===== src/hw/rtl/cfr_pkg.sv =====
// Shared types, codes and constants of the clock frame replacement core.
`default_nettype none
package cfr_pkg;

	localparam int FRAMES_DEFAULT = 64;
	localparam int SLOT_W = 6;
	localparam int OP_W = 3;
	localparam int ST_W = 2;

	// operation codes of an input item
	typedef enum logic [OP_W-1:0] {
		OP_INSERT = 3'd0,
		OP_FREE   = 3'd1,
		OP_TOUCH  = 3'd2,
		OP_PIN    = 3'd3,
		OP_EVICT  = 3'd4
	} op_t;

	// result status codes
	typedef enum logic [ST_W-1:0] {
		ST_OK   = 2'd0,
		ST_NONE = 2'd1,
		ST_BAD  = 2'd2
	} st_t;

	// one slot entry in the mark RAM
	typedef struct packed {
		logic resident;
		logic accessed;
		logic pinned;
	} entry_t;

	localparam int ENTRY_W = $bits(entry_t);

	// controller states
	typedef enum logic [1:0] {
		S_CLEAR,
		S_IDLE,
		S_OP,
		S_SWEEP
	} state_t;

	// commands from controller to datapath
	typedef struct packed {
		logic clear;
		logic accept;
		logic eval;
		logic sweep;
	} cmd_t;

	// status from datapath to controller
	typedef struct packed {
		logic clear_last;
		logic empty;
		logic sweep_done;
	} stat_t;

endpackage
`default_nettype wire


===== src/hw/rtl/cfr_ram.sv =====
// Generic single write, single read RAM with registered read data.
`default_nettype none
module cfr_ram #(
	parameter int WIDTH = 3,
	parameter int DEPTH = 64
) (
	input  wire logic                     clk,
	input  wire logic                     we,
	input  wire logic [$clog2(DEPTH)-1:0] waddr,
	input  wire logic [WIDTH-1:0]         wdata,
	input  wire logic [$clog2(DEPTH)-1:0] raddr,
	output logic      [WIDTH-1:0]         rdata
);

	logic [WIDTH-1:0] mem_q [DEPTH];

	// write port and registered read port
	always_ff @(posedge clk) begin
		if (we) begin
			mem_q[waddr] <= wdata;
		end
		rdata <= mem_q[raddr];
	end

endmodule
`default_nettype wire


===== src/hw/rtl/cfr_ctrl.sv =====
// Controller state machine: clearing pass, command decode and sweep sequencing.
`default_nettype none
module cfr_ctrl (
	input  wire logic                       clk,
	input  wire logic                       arst_n,
	input  wire logic                       start,
	input  wire logic [cfr_pkg::OP_W-1:0]   opcode,
	input  wire cfr_pkg::stat_t             stat,
	output cfr_pkg::cmd_t                   cmd,
	output logic                            busy
);

	cfr_pkg::state_t state_q;
	cfr_pkg::state_t state_d;

	// state register
	always_ff @(posedge clk or negedge arst_n) begin
		if (!arst_n) begin
			state_q <= cfr_pkg::S_CLEAR;
		end else begin
			state_q <= state_d;
		end
	end

	// next state and commands
	always_comb begin
		state_d = state_q;
		cmd = '0;
		busy = 1'b1;
		case (state_q)
			cfr_pkg::S_CLEAR: begin
				cmd.clear = 1'b1;
				if (stat.clear_last) begin
					state_d = cfr_pkg::S_IDLE;
				end
			end
			cfr_pkg::S_IDLE: begin
				busy = 1'b0;
				if (start) begin
					cmd.accept = 1'b1;
					if (cfr_pkg::op_t'(opcode) == cfr_pkg::OP_EVICT && !stat.empty) begin
						state_d = cfr_pkg::S_SWEEP;
					end else begin
						state_d = cfr_pkg::S_OP;
					end
				end
			end
			cfr_pkg::S_OP: begin
				cmd.eval = 1'b1;
				state_d = cfr_pkg::S_IDLE;
			end
			cfr_pkg::S_SWEEP: begin
				cmd.sweep = 1'b1;
				if (stat.sweep_done) begin
					state_d = cfr_pkg::S_IDLE;
				end
			end
			default: begin
				state_d = cfr_pkg::S_CLEAR;
			end
		endcase
	end

endmodule
`default_nettype wire


===== src/hw/rtl/cfr_dp.sv =====
// Datapath: mark RAM, clock hand, resident count, sweep position and result registers.
`default_nettype none
module cfr_dp #(
	parameter int FRAMES = cfr_pkg::FRAMES_DEFAULT
) (
	input  wire logic                         clk,
	input  wire logic                         arst_n,
	input  wire cfr_pkg::cmd_t                cmd,
	output cfr_pkg::stat_t                    stat,
	input  wire logic [cfr_pkg::OP_W-1:0]     opcode,
	input  wire logic [cfr_pkg::SLOT_W-1:0]   slot,
	input  wire logic                         pin_value,
	output logic      [cfr_pkg::SLOT_W-1:0]   victim_slot,
	output logic                              victim_found,
	output logic      [cfr_pkg::ST_W-1:0]     status,
	output logic                              done
);

	localparam int SW = $clog2(FRAMES);
	localparam int CW = ((SW > cfr_pkg::SLOT_W) ? SW : cfr_pkg::SLOT_W) + 1;
	localparam int NW = $clog2(FRAMES + 1);
	localparam int VW = $clog2(2 * FRAMES);

	// control state
	logic [SW-1:0]  hand_q;
	logic           hand_unset_q;
	logic [NW-1:0]  count_q;
	logic [SW-1:0]  clr_q;
	logic           done_q;

	// item and sweep registers
	cfr_pkg::op_t   op_q;
	logic [SW-1:0]  slot_q;
	logic           in_range_q;
	logic           pv_q;
	logic [SW-1:0]  pos_q;
	logic [VW-1:0]  visit_q;

	// result registers
	logic [cfr_pkg::SLOT_W-1:0] victim_slot_q;
	logic                       victim_found_q;
	cfr_pkg::st_t               status_q;

	// RAM ports
	logic                    we;
	logic [SW-1:0]           waddr;
	cfr_pkg::entry_t         wdata;
	logic [SW-1:0]           raddr;
	cfr_pkg::entry_t         e;
	logic [cfr_pkg::ENTRY_W-1:0] rdata_raw;

	// next values
	logic [SW-1:0]  hand_d;
	logic           hand_unset_d;
	logic [NW-1:0]  count_d;
	logic           res_load;
	logic [cfr_pkg::SLOT_W-1:0] res_victim;
	logic           res_found;
	cfr_pkg::st_t   res_status;
	logic           sweep_done;

	logic [CW-1:0]  slot_ext;
	logic [CW-1:0]  pos_ext;
	logic           in_range;
	logic [SW-1:0]  slot_addr;
	logic [SW-1:0]  start_pos;
	logic [SW-1:0]  pos_next;
	logic           last_visit;
	logic           is_evict;

	cfr_ram #(
		.WIDTH (cfr_pkg::ENTRY_W),
		.DEPTH (FRAMES)
	) u_marks (
		.clk   (clk),
		.we    (we),
		.waddr (waddr),
		.wdata (wdata),
		.raddr (raddr),
		.rdata (rdata_raw)
	);

	assign e = cfr_pkg::entry_t'(rdata_raw);

	// decode the slot field against the table size
	assign slot_ext   = CW'(slot);
	assign in_range   = slot_ext < CW'(FRAMES);
	assign slot_addr  = slot_ext[SW-1:0];
	assign is_evict   = cfr_pkg::op_t'(opcode) == cfr_pkg::OP_EVICT;
	assign start_pos  = hand_unset_q ? '0 : hand_q;
	assign pos_next   = (pos_q == SW'(FRAMES - 1)) ? '0 : pos_q + SW'(1);
	assign pos_ext    = CW'(pos_q);
	assign last_visit = visit_q == VW'(2 * FRAMES - 1);

	assign stat.clear_last = clr_q == SW'(FRAMES - 1);
	assign stat.empty      = count_q == '0;
	assign stat.sweep_done = sweep_done;

	// operation logic: RAM access, hand and count updates, result
	always_comb begin
		we = 1'b0;
		waddr = slot_q;
		wdata = '0;
		raddr = slot_addr;
		hand_d = hand_q;
		hand_unset_d = hand_unset_q;
		count_d = count_q;
		res_load = 1'b0;
		res_victim = '0;
		res_found = 1'b0;
		res_status = cfr_pkg::ST_OK;
		sweep_done = 1'b0;

		if (cmd.clear) begin
			we = 1'b1;
			waddr = clr_q;
		end

		// start the RAM read for the new item; set the hand for a sweep
		if (cmd.accept) begin
			raddr = is_evict ? start_pos : slot_addr;
			if (is_evict && count_q != '0) begin
				hand_d = start_pos;
				hand_unset_d = 1'b0;
			end
		end

		// single-slot operations, evict on an empty table and unused opcodes
		if (cmd.eval) begin
			res_load = 1'b1;
			case (op_q)
				cfr_pkg::OP_INSERT: begin
					if (!in_range_q || e.resident) begin
						res_status = cfr_pkg::ST_BAD;
					end else begin
						we = 1'b1;
						wdata.resident = 1'b1;
						count_d = count_q + NW'(1);
					end
				end
				cfr_pkg::OP_FREE: begin
					if (!in_range_q || !e.resident) begin
						res_status = cfr_pkg::ST_BAD;
					end else begin
						we = 1'b1;
						count_d = count_q - NW'(1);
						if (!hand_unset_q && hand_q == slot_q) begin
							hand_d = '0;
							hand_unset_d = 1'b1;
						end
					end
				end
				cfr_pkg::OP_TOUCH: begin
					if (!in_range_q || !e.resident) begin
						res_status = cfr_pkg::ST_BAD;
					end else begin
						we = 1'b1;
						wdata = e;
						wdata.accessed = 1'b1;
					end
				end
				cfr_pkg::OP_PIN: begin
					if (!in_range_q || !e.resident) begin
						res_status = cfr_pkg::ST_BAD;
					end else begin
						we = 1'b1;
						wdata = e;
						wdata.pinned = pv_q;
					end
				end
				cfr_pkg::OP_EVICT: begin
					res_status = cfr_pkg::ST_NONE;
				end
				default: begin
					res_status = cfr_pkg::ST_BAD;
				end
			endcase
		end

		// one slot visit per cycle; read of the next slot overlaps
		if (cmd.sweep) begin
			raddr = pos_next;
			waddr = pos_q;
			if (e.resident && e.accessed) begin
				we = 1'b1;
				wdata = e;
				wdata.accessed = 1'b0;
			end else if (e.resident && !e.pinned) begin
				we = 1'b1;
				res_load = 1'b1;
				res_victim = pos_ext[cfr_pkg::SLOT_W-1:0];
				res_found = 1'b1;
				hand_d = pos_next;
				count_d = count_q - NW'(1);
				sweep_done = 1'b1;
			end
			if (!sweep_done && last_visit) begin
				res_load = 1'b1;
				res_status = cfr_pkg::ST_NONE;
				sweep_done = 1'b1;
			end
		end
	end

	// control registers
	always_ff @(posedge clk or negedge arst_n) begin
		if (!arst_n) begin
			hand_q <= '0;
			hand_unset_q <= 1'b1;
			count_q <= '0;
			clr_q <= '0;
			done_q <= 1'b0;
		end else begin
			hand_q <= hand_d;
			hand_unset_q <= hand_unset_d;
			count_q <= count_d;
			done_q <= res_load;
			if (cmd.clear) begin
				clr_q <= clr_q + SW'(1);
			end
		end
	end

	// item, sweep and result registers
	always_ff @(posedge clk) begin
		if (cmd.accept) begin
			op_q <= cfr_pkg::op_t'(opcode);
			slot_q <= slot_addr;
			in_range_q <= in_range;
			pv_q <= pin_value;
			pos_q <= start_pos;
			visit_q <= '0;
		end else if (cmd.sweep) begin
			pos_q <= pos_next;
			visit_q <= visit_q + VW'(1);
		end
		if (res_load) begin
			victim_slot_q <= res_victim;
			victim_found_q <= res_found;
			status_q <= res_status;
		end
	end

	assign victim_slot  = victim_slot_q;
	assign victim_found = victim_found_q;
	assign status       = status_q;
	assign done         = done_q;

endmodule
`default_nettype wire


===== src/hw/rtl/clock_frame_replacement_core.sv =====
// Top level of the second-chance clock frame replacement core.
//
//  Channel   Ports                               Handshake
//  command   opcode, slot, pin_value             taken when start && !busy
//  result    victim_slot, victim_found, status   shown for one cycle with done
//
// Insert, free, touch and pin read the slot entry from the mark RAM, then
// write it back; done rises in the cycle after that. Evict sweeps the slots
// in turn, up to 2*FRAMES visits; an empty table answers as a single-slot
// command does. After reset a clearing pass writes every RAM entry with busy
// high. The result has no back pressure: it stands for exactly one cycle.
`default_nettype none
module clock_frame_replacement_core #(
	parameter int FRAMES = cfr_pkg::FRAMES_DEFAULT
) (
	input  wire logic                         clk,
	input  wire logic                         arst_n,
	input  wire logic                         start,
	output logic                              busy,
	input  wire logic [cfr_pkg::OP_W-1:0]     opcode,
	input  wire logic [cfr_pkg::SLOT_W-1:0]   slot,
	input  wire logic                         pin_value,
	output logic                              done,
	output logic      [cfr_pkg::SLOT_W-1:0]   victim_slot,
	output logic                              victim_found,
	output logic      [cfr_pkg::ST_W-1:0]     status
);

	cfr_pkg::cmd_t  cmd;
	cfr_pkg::stat_t stat;

	cfr_ctrl u_ctrl (
		.clk    (clk),
		.arst_n (arst_n),
		.start  (start),
		.opcode (opcode),
		.stat   (stat),
		.cmd    (cmd),
		.busy   (busy)
	);

	cfr_dp #(
		.FRAMES (FRAMES)
	) u_dp (
		.clk          (clk),
		.arst_n       (arst_n),
		.cmd          (cmd),
		.stat         (stat),
		.opcode       (opcode),
		.slot         (slot),
		.pin_value    (pin_value),
		.victim_slot  (victim_slot),
		.victim_found (victim_found),
		.status       (status),
		.done         (done)
	);

`ifndef SYNTH
	// an accepted item always keeps the block busy in the next cycle
	a_accept_busy: assert property (@(posedge clk) disable iff (!arst_n)
		start && !busy |=> busy)
		else $error("accepted item did not raise busy");

	// a result follows only from a cycle of work
	a_done_after_work: assert property (@(posedge clk) disable iff (!arst_n)
		done |-> $past(busy))
		else $error("result strobe without preceding work");

	// a reported victim always comes with an ok status
	a_found_ok: assert property (@(posedge clk) disable iff (!arst_n)
		done && victim_found |-> status == cfr_pkg::ST_OK)
		else $error("victim reported with failing status");

	// a failing result carries no victim
	a_fail_clean: assert property (@(posedge clk) disable iff (!arst_n)
		done && status != cfr_pkg::ST_OK |-> !victim_found && victim_slot == '0)
		else $error("failing result carries victim data");
`endif

endmodule
`default_nettype wire


===== config.mk =====
export PLATFORM = sky130hd
export DESIGN_NAME = clock_frame_replacement_core
export DESIGN_NICKNAME = d
export VERILOG_FILES = /design/src/hw/rtl/cfr_pkg.sv /design/src/hw/rtl/cfr_ram.sv /design/src/hw/rtl/cfr_ctrl.sv /design/src/hw/rtl/cfr_dp.sv /design/src/hw/rtl/clock_frame_replacement_core.sv
export SDC_FILE = /design/constraint.sdc
export NUM_CORES = 1
export LEC_CHECK = 0
export ABC_CLOCK_PERIOD_IN_PS = 4880
export BUFFER_PORTS_ARGS = -buffer_cell sky130_fd_sc_hd__buf_4
export CAP_MARGIN = 25
export CORE_MARGIN = 2
export CORE_UTILIZATION = 50
export DETAILED_ROUTE_END_ITERATION = 10
export PLACE_DENSITY_LB_ADDON = 0.3
export RECOVER_POWER = 100
export SETUP_SLACK_MARGIN = 0.3
export SLEW_MARGIN = 15
export SYNTH_ARGS = -nofsm -noshare
export SYNTH_HDL_FRONTEND = slang
export SYNTH_SLANG_ARGS = --single-unit
export TNS_END_PERCENT = 1

===== constraint.sdc =====
create_clock -name clk -period 4.88 [get_ports clk]
set_clock_uncertainty 0.2 [all_clocks]
set_input_delay 1.464 -clock clk [delete_from_list [all_inputs] [get_ports clk]]
set_output_delay 1.464 -clock clk [all_outputs]
set_load 0.1 [all_outputs]

=== Word-level counts from Yosys, hierarchy flattened ===
Memories as Yosys holds them, arrays and structs flattened. A register that Yosys moved wholly into a read port is not among the register bits.
Cells that the tools add are included.

* Bits in registers: 56
* Memory bits (writable): 192
* Bits of input ports: 13
* Output and inout port bits: 11
* Word-level logic and storage cells: 137
* Memories kept: 1

* Add/subtract/negate cells: 5
* Order comparisons: 1
* Eq/ne operators: 15
* Muxes and demuxes: 76
* Bitwise logic cells: 2
* Reduce and logical (&&, ||, !) cells: 22

{| class="wikitable"
|+ Memory list
! name !! depth !! width !! rd ports !! clocked after memory_dff !! write ports !! line !! text
|-
| u_dp.u_marks.mem_q || 64 || 3 || 1 || 1 || 1 || cfr_ram.sv:15 || <nowiki>logic [WIDTH-1:0] mem_q [DEPTH];</nowiki>
|}

{| class="wikitable"
|+ Operators with widths
! cell !! count
|-
| $mux 6 || 18
|-
| $mux 7 || 6
|-
| $mux 1 || 33
|-
| $mux 2 || 8
|-
| $mux 3 || 5
|-
| $add 7x1->7 const B || 2
|-
| $pmux 7 s2 || 1
|-
| $add 6x1->6 const B || 2
|-
| $eq 6x6->1 const B || 2
|-
| $pmux 2 s4 || 1
|-
| $eq 7x7->1 const B || 1
|-
| $logic_not 7->1 || 1
|-
| $lt 6x7->1 const B || 1
|-
| $reduce_bool 7->1 || 1
|-
| $sub 7x1->7 const B || 1
|-
| $eq 3x2->1 const B || 2
|-
| $eq 3x3->1 const B || 2
|-
| $eq 6x6->1 || 1
|-
| $logic_and 1x1->1 || 6
|-
| $logic_not 1->1 || 6
|-
| $pmux 2 s3 || 1
|-
| $reduce_or 3->1 || 2
|-
| $eq 2x2->1 const B || 2
|-
| $ne 2x2->1 const B || 2
|-
| other kinds (12) || 14
|}

=== Logic depth before layout (Yosys ltp) ===
Gate-level depths: netlist of the first run.

* Word-level depth: 11
* Depth in mapped cells: 14
* Gate-level depth less buffers: 10

=== Hierarchy ===
Synthesis of the first run repeated with hierarchy kept, for this count alone.

* Cells, all modules: 729
* Area, all modules: 10966.8 µm²

{| class="wikitable"
|+ Modules (own cells, without submodules)
! module !! times used !! cells an instance !! area each (µm²) !! sequential area each (µm²)
|-
| cfr_ram || 1 || 423 || 7863.8 || 5825.6
|-
| cfr_dp || 1 || 294 || 2980.4 || 1417.6
|-
| cfr_ctrl || 1 || 12 || 122.6 || 50.0
|}

=== Worst setup path after synthesis of the first run ===
OpenSTA, ideal clock, no wires.

* Path kind: flip-flop to flip-flop
* From: reg u_dp.u_marks.rdata[2] (read register of u_dp.u_marks.mem_q)
* To: mem u_dp.u_marks.mem_q[0][0] (data pin)
* Setup time: 0.702 ns
* Data arrival time: 3.605 ns
* Required time: 3.978 ns
* Path slack: 0.374 ns
* Cell stages (with the launch flop): 6
* Buffers on the path: 1
* Period minus slack after synthesis: 4.506 ns
* Cells stage by stage: dfxtp_1 > clkbuf_1 > inv_1 > nor2_1 > nand4b_1 > o21ai_0

* Cells in the longest elaborated chain, start to end: 7
* Elaborated cells between the ends (all ways): 9
* Classes of those cells: 6 x mux; 3 x reduce/logical

{| class="wikitable"
|+ RTL lines
! item !! line !! text
|-
| start: declaration || cfr_ram.sv:12 || <nowiki>output logic [WIDTH-1:0] rdata</nowiki>
|-
| $logic_not 1->1 || cfr_dp.sv:154, cfr_dp.sv:163 ||
|-
| $logic_or 1x1->1 || cfr_dp.sv:154, cfr_dp.sv:163 ||
|-
| $mux 3, on equally long branches || cfr_dp.sv:163, cfr_dp.sv:154 ||
|-
| $pmux 2 s2 || cfr_dp.sv:131 || <nowiki>case (op_q)</nowiki>
|-
| $mux 3 || cfr_dp.sv:129 || <nowiki>if (cmd.eval) begin</nowiki>
|-
| $mux 3 || cfr_dp.sv:184 || <nowiki>if (e.resident && e.accessed) begin</nowiki>
|-
| $mux 3 * || cfr_dp.sv:181 || <nowiki>if (cmd.sweep) begin</nowiki>
|-
| net u_dp.u_marks.wdata[0] || cfr_ram.sv:10 || <nowiki>input wire logic [WIDTH-1:0] wdata,</nowiki>
|-
| end: declaration || cfr_ram.sv:15 ||
|}

Mark *: on every way through the listed nets, which the timed path passes. The rest lies on a longest branch.

=== Worst setup path in the final report of the first run ===
* From: reg u_dp.u_marks.rdata[2] (read register of u_dp.u_marks.mem_q)
* To: mem u_dp.u_marks.mem_q[15][1] (data pin)

Same word-level chain as after synthesis.

==> flow_summary.json, run 1 <==
{
  "area_delta_synth_final_pct": 10.8,
  "async_flop_share_pct": 9.20,
  "grt_max_degree": 65,
  "wl_met3_um": 2130,
  "ys_warn_count": 0,
  "grt_overflow": 0,
  "power_density_mw_per_mm2": 642,
  "setup_viol": 0,
  "drt-met1-wl_um": 11400,
  "core-area_mm2": 0.0220,
  "layout_common_cells": "edfxtp_1, nand2_1, nor2_1",
  "io_buffer_count": 23,
  "violations": "capacitance limit, slew limit",
  "whs_path_depth": 2,
  "maxCapViolCount": 1,
  "clock_path_buffers": 3,
  "hold_viol": 0,
  "regArea_mm2": 0.00729,
  "crit-reg2reg-launch": "u_dp.u_marks.rdata[2]",
  "yosys.area.top_type": "edfxtp_1",
  "dp_hpwl_um": 17800,
  "start_util_pct": 51.2,
  "gp_congestion": 0.911,
  "multi_input_area_mm2": 0.00365,
  "synth_area_mm2": 0.0112,
  "nFillCells": 1767,
  "synth-seq-cells": 250,
  "drtIter0Drc": 688,
  "dieHeight_um": 154,
  "criticalPathCategory": "reg -> reg",
  "cts-root-buf": "clkbuf_16",
  "dr_wl_met2_um": 12800,
  "first_global_vias": 7444,
  "end_kind": "flop",
  "crit_path_start_kind": "flop",
  "vdd_ir_drop_max_v": 0.000309,
  "num_io_pins": 24,
  "synth-seq-area-share_pct": 64.9,
  "required_ns": 4.98,
  "nets": 953,
  "synth_top_area_share_pct": 58.0,
  "ff2ff_path_depth": 5,
  "placedCellCount": 1184,
  "maxSlewViolCount": 30,
  "final_util_pct": 56.7,
  "antenna_found_initial": 0,
  "tightest_slew_ns": 2.50,
  "cts.sinks": 250,
  "layout-drive-gt1-share_pct": 9.53,
  "cpMaxStageDelayCell": "a21oi_1",
  "dp_slack_ns": 0.338,
  "syn_inst": 910,
  "h-tree-depth": 1,
  "tns_ns": 0,
  "die_w_um": 154,
  "die_area_mm2": 0.0237,
  "routed-via-count": 7529,
  "synth_cell_types": 66,
  "synth_edf_count": 217,
  "numCtsBuffers": 27,
  "dr.pass1.iters": 8,
  "postCtsSetupRepairBufs": 0,
  "yosys-top-cells-area": "edfxtp_1, dfrtp_1, mux2i_1",
  "final_cell_count_no_fill": 1235,
  "grt_pass1_wl_um": 42100,
  "synth-main-ff-cell": "edfxtp_1",
  "rrSetupSlack_ns": 0.56,
  "slew_headroom_pct": -66.9,
  "leakage_nw": 4.40,
  "layout_commonest_cell": "edfxtp_1",
  "post_cts_resized": 0,
  "cts_tree": "built",
  "grt_usage_pct": 23.0,
  "crit_chain": "inv_1, nor2_1, nand4b_1, a21oi_1, buf_4",
  "cts-hold-fix-buffers": 0,
  "rsz0062_at_grt": "false",
  "syn_nets": 929,
  "finalCriticalPeriod_ns": 4.32,
  "wl_um": 27100,
  "clk_pin_slew_ns": 0.06,
  "drcViolationCount": 0,
  "clk_latency_ns": 0.53,
  "avgSynthCellArea_um2": 12.3,
  "vias_per_cell": 6.10,
  "cp.arrival_ns": 4.42,
  "highest_layer": "met4",
  "period_share_pct": 88.5,
  "status": "complete, but fails checks",
  "max_stage_delay_ns": 1.93,
  "fmax_mhz": 232,
  "worst_hold_path_type": "reg -> reg",
  "num_rows": 54,
  "min_from": "u_dp.visit_q[1]",
  "wl_per_cell_um": 21.9,
  "r2r_end": "u_dp.u_marks.mem_q[15][1]",
  "antenna_left": 0,
  "timing.final.ws_setup_ns": 0.561,
  "worstHoldEndpoint": "u_dp.visit_q[1]",
  "n_antenna_cell": 0,
  "worst-path-max-fanout": 36
}
where the power goes:
| group | total (W) | switching [W] | internal [W] | leakage [nW] |
|---|---|---|---|---|
| clock network | 0.00199 | 0.000831 | 0.00116 | 0.431 |
| logic | 0.00300 | 0.00207 | 0.000926 | 1.56 |
| registers | 0.00301 | 0.000291 | 0.00272 | 2.41 |
cell type report:
type                    instances  area share [%]
repair buffers                 44            2.02
clock buffers                  33            5.77
flip-flops and latches        250            58.6
multi-input cells             600            29.3
well taps                     280            2.81
clock inverters                17            1.19
inverters                      11           0.332
per-layer routing:
metal / vias up / global-route usage (%)
met3: 58 / 4.06
met2: 333 / 37.2
met5: - / 0
met1: 3694 / 32.1
li1: 3444 / -
met4: 0 / 6.94
critical path, delay by kind of cell (launching register included):
kind | cells | cell delay [ns]
AOI/OAI and AO/OA | 1 | 1.93
buffers and inverters | 2 | 0.76
DFF | 1 | 0.66
and+or+nand+nor | 2 | 0.50
worst max path at each step:
stage,from,endpoint,slack (ns),cells past startpoint
final,u_dp.u_marks.rdata[2],u_dp.u_marks.mem_q[15][1],0.56,5
after global routing,u_dp.u_marks.rdata[2],u_dp.u_marks.mem_q[26][1],0.33,5
after CTS,opcode[1],u_dp.u_marks.rdata[1],0.81,9
after detailed placement,opcode[1],u_dp.u_marks.rdata[1],0.34,9
after global placement,opcode[1],u_dp.u_marks.rdata[0],0.41,10
after floorplan,u_dp.u_marks.rdata[2],u_dp.u_marks.mem_q[0][0],0.37,5
kinds of logic (layout without fill, tap and decap cells):
family | after synthesis | count (layout) | synth area share [%]
multiplexers | 66 | 66 | 6.05
AND/OR/NAND/NOR | 361 | 361 | 14.7
flip-flops | 250 | 250 | 64.9
buffers and inverters | 60 | 105 | 2.73
adder cells (fa/ha/maj) | 6 | 6 | 0.668
AO/OA/AOI/OAI | 140 | 140 | 8.85
XOR/XNOR | 27 | 27 | 2.10
cells in the mapped netlist (7+ instances only):
cell type and number:
edfxtp_1 217, nand2_1 115, nor2_1 103, nand3_1 63, mux2i_1 51, a21oi_1 29, o21ai_0 25, dfrtp_1 22
clkbuf_1 20, buf_2 18, xor2_1 17, mux2_2 15, and3_1 13, a211oi_1 10, dfxtp_1 10, xnor2_1 10
inv_1 9, nand2b_1 9, nand4_1 9, a221oi_1 8, and2_1 8, nor3_1 8, nor2b_1 7, o221ai_1 7
o22ai_1 7, or3_1 7
sequential cells by signal (all words and copies together) (netlist names), 3 cells and up:
register / cells
u_dp.u_marks.mem_q: 192
u_dp.slot_q: 6
u_dp.hand_q: 6
u_dp.op_q: 3
u_dp.u_marks.rdata: 3
u_dp.visit_q: 7
u_dp.count_q: 7
u_dp.clr_q: 6
u_dp.victim_slot: 6
u_dp.pos_q: 6
metrics by stage:
step                total power [W]  hold slack, ns  instance area [um^2]
floorplan                   0.00514           0.254                 11200
global route                0.00837           0.303                 12500
CTS                         0.00803           0.285                 12600
global placement            0.00601           0.273                 11700
finish                      0.00800           0.289                 12500
detailed placement          0.00604           0.275                 11700
No activity file was read; power rests on OpenSTA's default activity.
==> inputs of run 2 (changes only) <==
- CELL_PAD_IN_SITES_DETAIL_PLACEMENT: unset -> 0
- CELL_PAD_IN_SITES_GLOBAL_PLACEMENT: unset -> 1
- CORE_MARGIN: 2 -> 4
==> flow_summary.json, run 2 (synthesis results as in run 1) <==
{
  "status": "finished clean",
  "hold_viol": 0,
  "tightest_slew_ns": 1.38,
  "grt_use_met2_pct": 35.7,
  "fmax_mhz": 242,
  "grt_usage_pct": 22.4,
  "n_antenna_cell": 0,
  "criticalPathCategory": "in -> reg",
  "clk_latency_ns": 0.53,
  "cp.arrival_ns": 4.33,
  "final_cell_count_no_fill": 1236,
  "h-tree-depth": 1,
  "crit_family": "compound AO/OA/AOI/OAI gates",
  "core-area_mm2": 0.0220,
  "antenna_found_initial": 0,
  "regMostFlops": "u_dp.u_marks.mem_q",
  "cpMaxStageDelayCell": "nor3b_2",
  "period_share_pct": 84.6,
  "crit_chain": "clkbuf_1, nor3b_2, nand3_1, o211ai_2, buf_12, mux2i_1, mux2i_1, o221a_2, a211oi_1, o22ai_1",
  "rsz0062_at_grt": "false",
  "gp_congestion": 0.899,
  "cts-hold-fix-buffers": 0,
  "area_delta_synth_final_pct": 11.4,
  "clock_path_buffers": 3,
  "routed-via-count": 7358,
  "nets": 955,
  "tns_ns": 0,
  "cp_common_cell": "mux2i_1",
  "antenna_left": 0,
  "crit_buf_inv": 2,
  "first_global_vias": 7361,
  "worst_hold_path_type": "reg -> reg",
  "grt_overflow": 0,
  "num_io_pins": 24,
  "reg_top3": "u_dp.u_marks.mem_q x192, u_dp.count_q x7, u_dp.visit_q x7",
  "die_w_um": 158,
  "maxSlewViolCount": 0,
  "wl_um": 27800,
  "required_ns": 5.08,
  "crit_path_start_kind": "primary input",
  "post_cts_resized": 0,
  "start_util_pct": 51.2,
  "worst-path-max-fanout": 63,
  "cts.sinks": 250,
  "drcViolationCount": 0,
  "vdd_ir_drop_max_v": 0.000302,
  "hold_slack_ns": 0.284,
  "grt_busiest_layer": "met2",
  "layout_common_cells": "edfxtp_1, nand2_1, nor2_1",
  "grt_pass1_wl_um": 42600,
  "use_met1_pct": 31.2,
  "power_density_mw_per_mm2": 648,
  "leakage_nw": 4.43,
  "cts_tree": "built",
  "io_buffer_count": 23,
  "layout-drive-gt1-share_pct": 9.62,
  "drtIter0Drc": 606,
  "clk_pin_slew_ns": 0.06,
  "maxCapViolCount": 0,
  "postCtsSetupRepairBufs": 0,
  "cts-root-buf": "clkbuf_16",
  "use_met3_pct": 4.24,
  "num_rows": 54,
  "wl_per_cell_um": 22.5,
  "end_kind": "flop",
  "die_area_mm2": 0.0249,
  "finalCriticalPeriod_ns": 4.13,
  "dieHeight_um": 158,
  "setup_viol": 0,
  "max_stage_delay_ns": 0.57,
  "vias_per_cell": 5.95,
  "dr.pass1.iters": 5,
  "slew_headroom_pct": 8.22,
  "layout_commonest_cell": "edfxtp_1",
  "dp_hpwl_um": 18700,
  "placedCellCount": 1187,
  "largest_register_ffs": 192,
  "grt_max_degree": 65,
  "numCtsBuffers": 27
}
run 2: cell types whose count changed in the layout (fill, tap and decap cells not counted), moves of 2 or more:
cell | previous run | this run
buf_4 | 14 | 16
and2_0 | 4 | 2
clkbuf_8 | 2 | 0
clkinv_2 | 8 | 4
bufinv_16 | 2 | 5
and2_1 | 4 | 6
clkbuf_1 | 27 | 29
run 2: per-layer routing:
layer | part of all wire, % | routed length [um]
met5 | 0 | 0
met4 | 2.9 | 801
met3 | 6.8 | 1890
met2 | 47 | 13000
met1 | 43 | 12100
run 2: cell type report:
class	count	area, um^2
Sequential cell	250	7290
Tap cell	280	350
Timing Repair Buffer	46	264
Clock buffer	33	698
Inverter	11	41.3
Clock inverter	16	215
Multi-Input combinational cell	600	3650
Fill cell	1806	9440
run 2: metrics by stage:
step	util [%]	area [um^2]	total power, W	worst slack, ns
after floorplan	-	11200	0.00514	0.374
after global placement	53.3	11700	0.00603	0.294
after detailed placement	53.3	11700	0.00606	0.269
after CTS	57.5	12600	0.00816	0.795
after global routing	57.0	12500	0.00852	0.596
final	57.0	12500	0.00811	0.753
run 2: worst paths after layout:
path                       slack (ns)                     to         startpoint  cells past startpoint
max reg2reg                      0.88  u_dp.u_marks.rdata[1]  u_ctrl.state_q[1]                      8
min reg2reg                      0.28        u_dp.visit_q[1]    u_dp.visit_q[1]                      2
max in group asynchronous        2.68          u_dp.clr_q[0]             arst_n                      1
max                              0.75  u_dp.u_marks.rdata[1]          opcode[1]                     10
min                              0.28        u_dp.visit_q[1]    u_dp.visit_q[1]                      2
min in group asynchronous        1.02        u_dp.count_q[1]             arst_n                      1
run 2: power by group:
| group | leakage, nW | switching [W] | internal [W] | total, W |
|---|---|---|---|---|
| Combinational | 1.58 | 0.00208 | 0.000935 | 0.00301 |
| Clock | 0.444 | 0.000825 | 0.00128 | 0.00211 |
| Sequential | 2.41 | 0.000271 | 0.00272 | 0.00299 |
run 2: worst register-to-register path, stage by stage, from the launching register on:
cell,delay (ns)
dfrtp_1,0.73
nand2_1,0.50
o211ai_2,0.88
buf_12,0.40
mux2i_1,0.30
mux2i_1,0.15
o221a_2,0.28
a211oi_1,0.32
o22ai_1,0.13
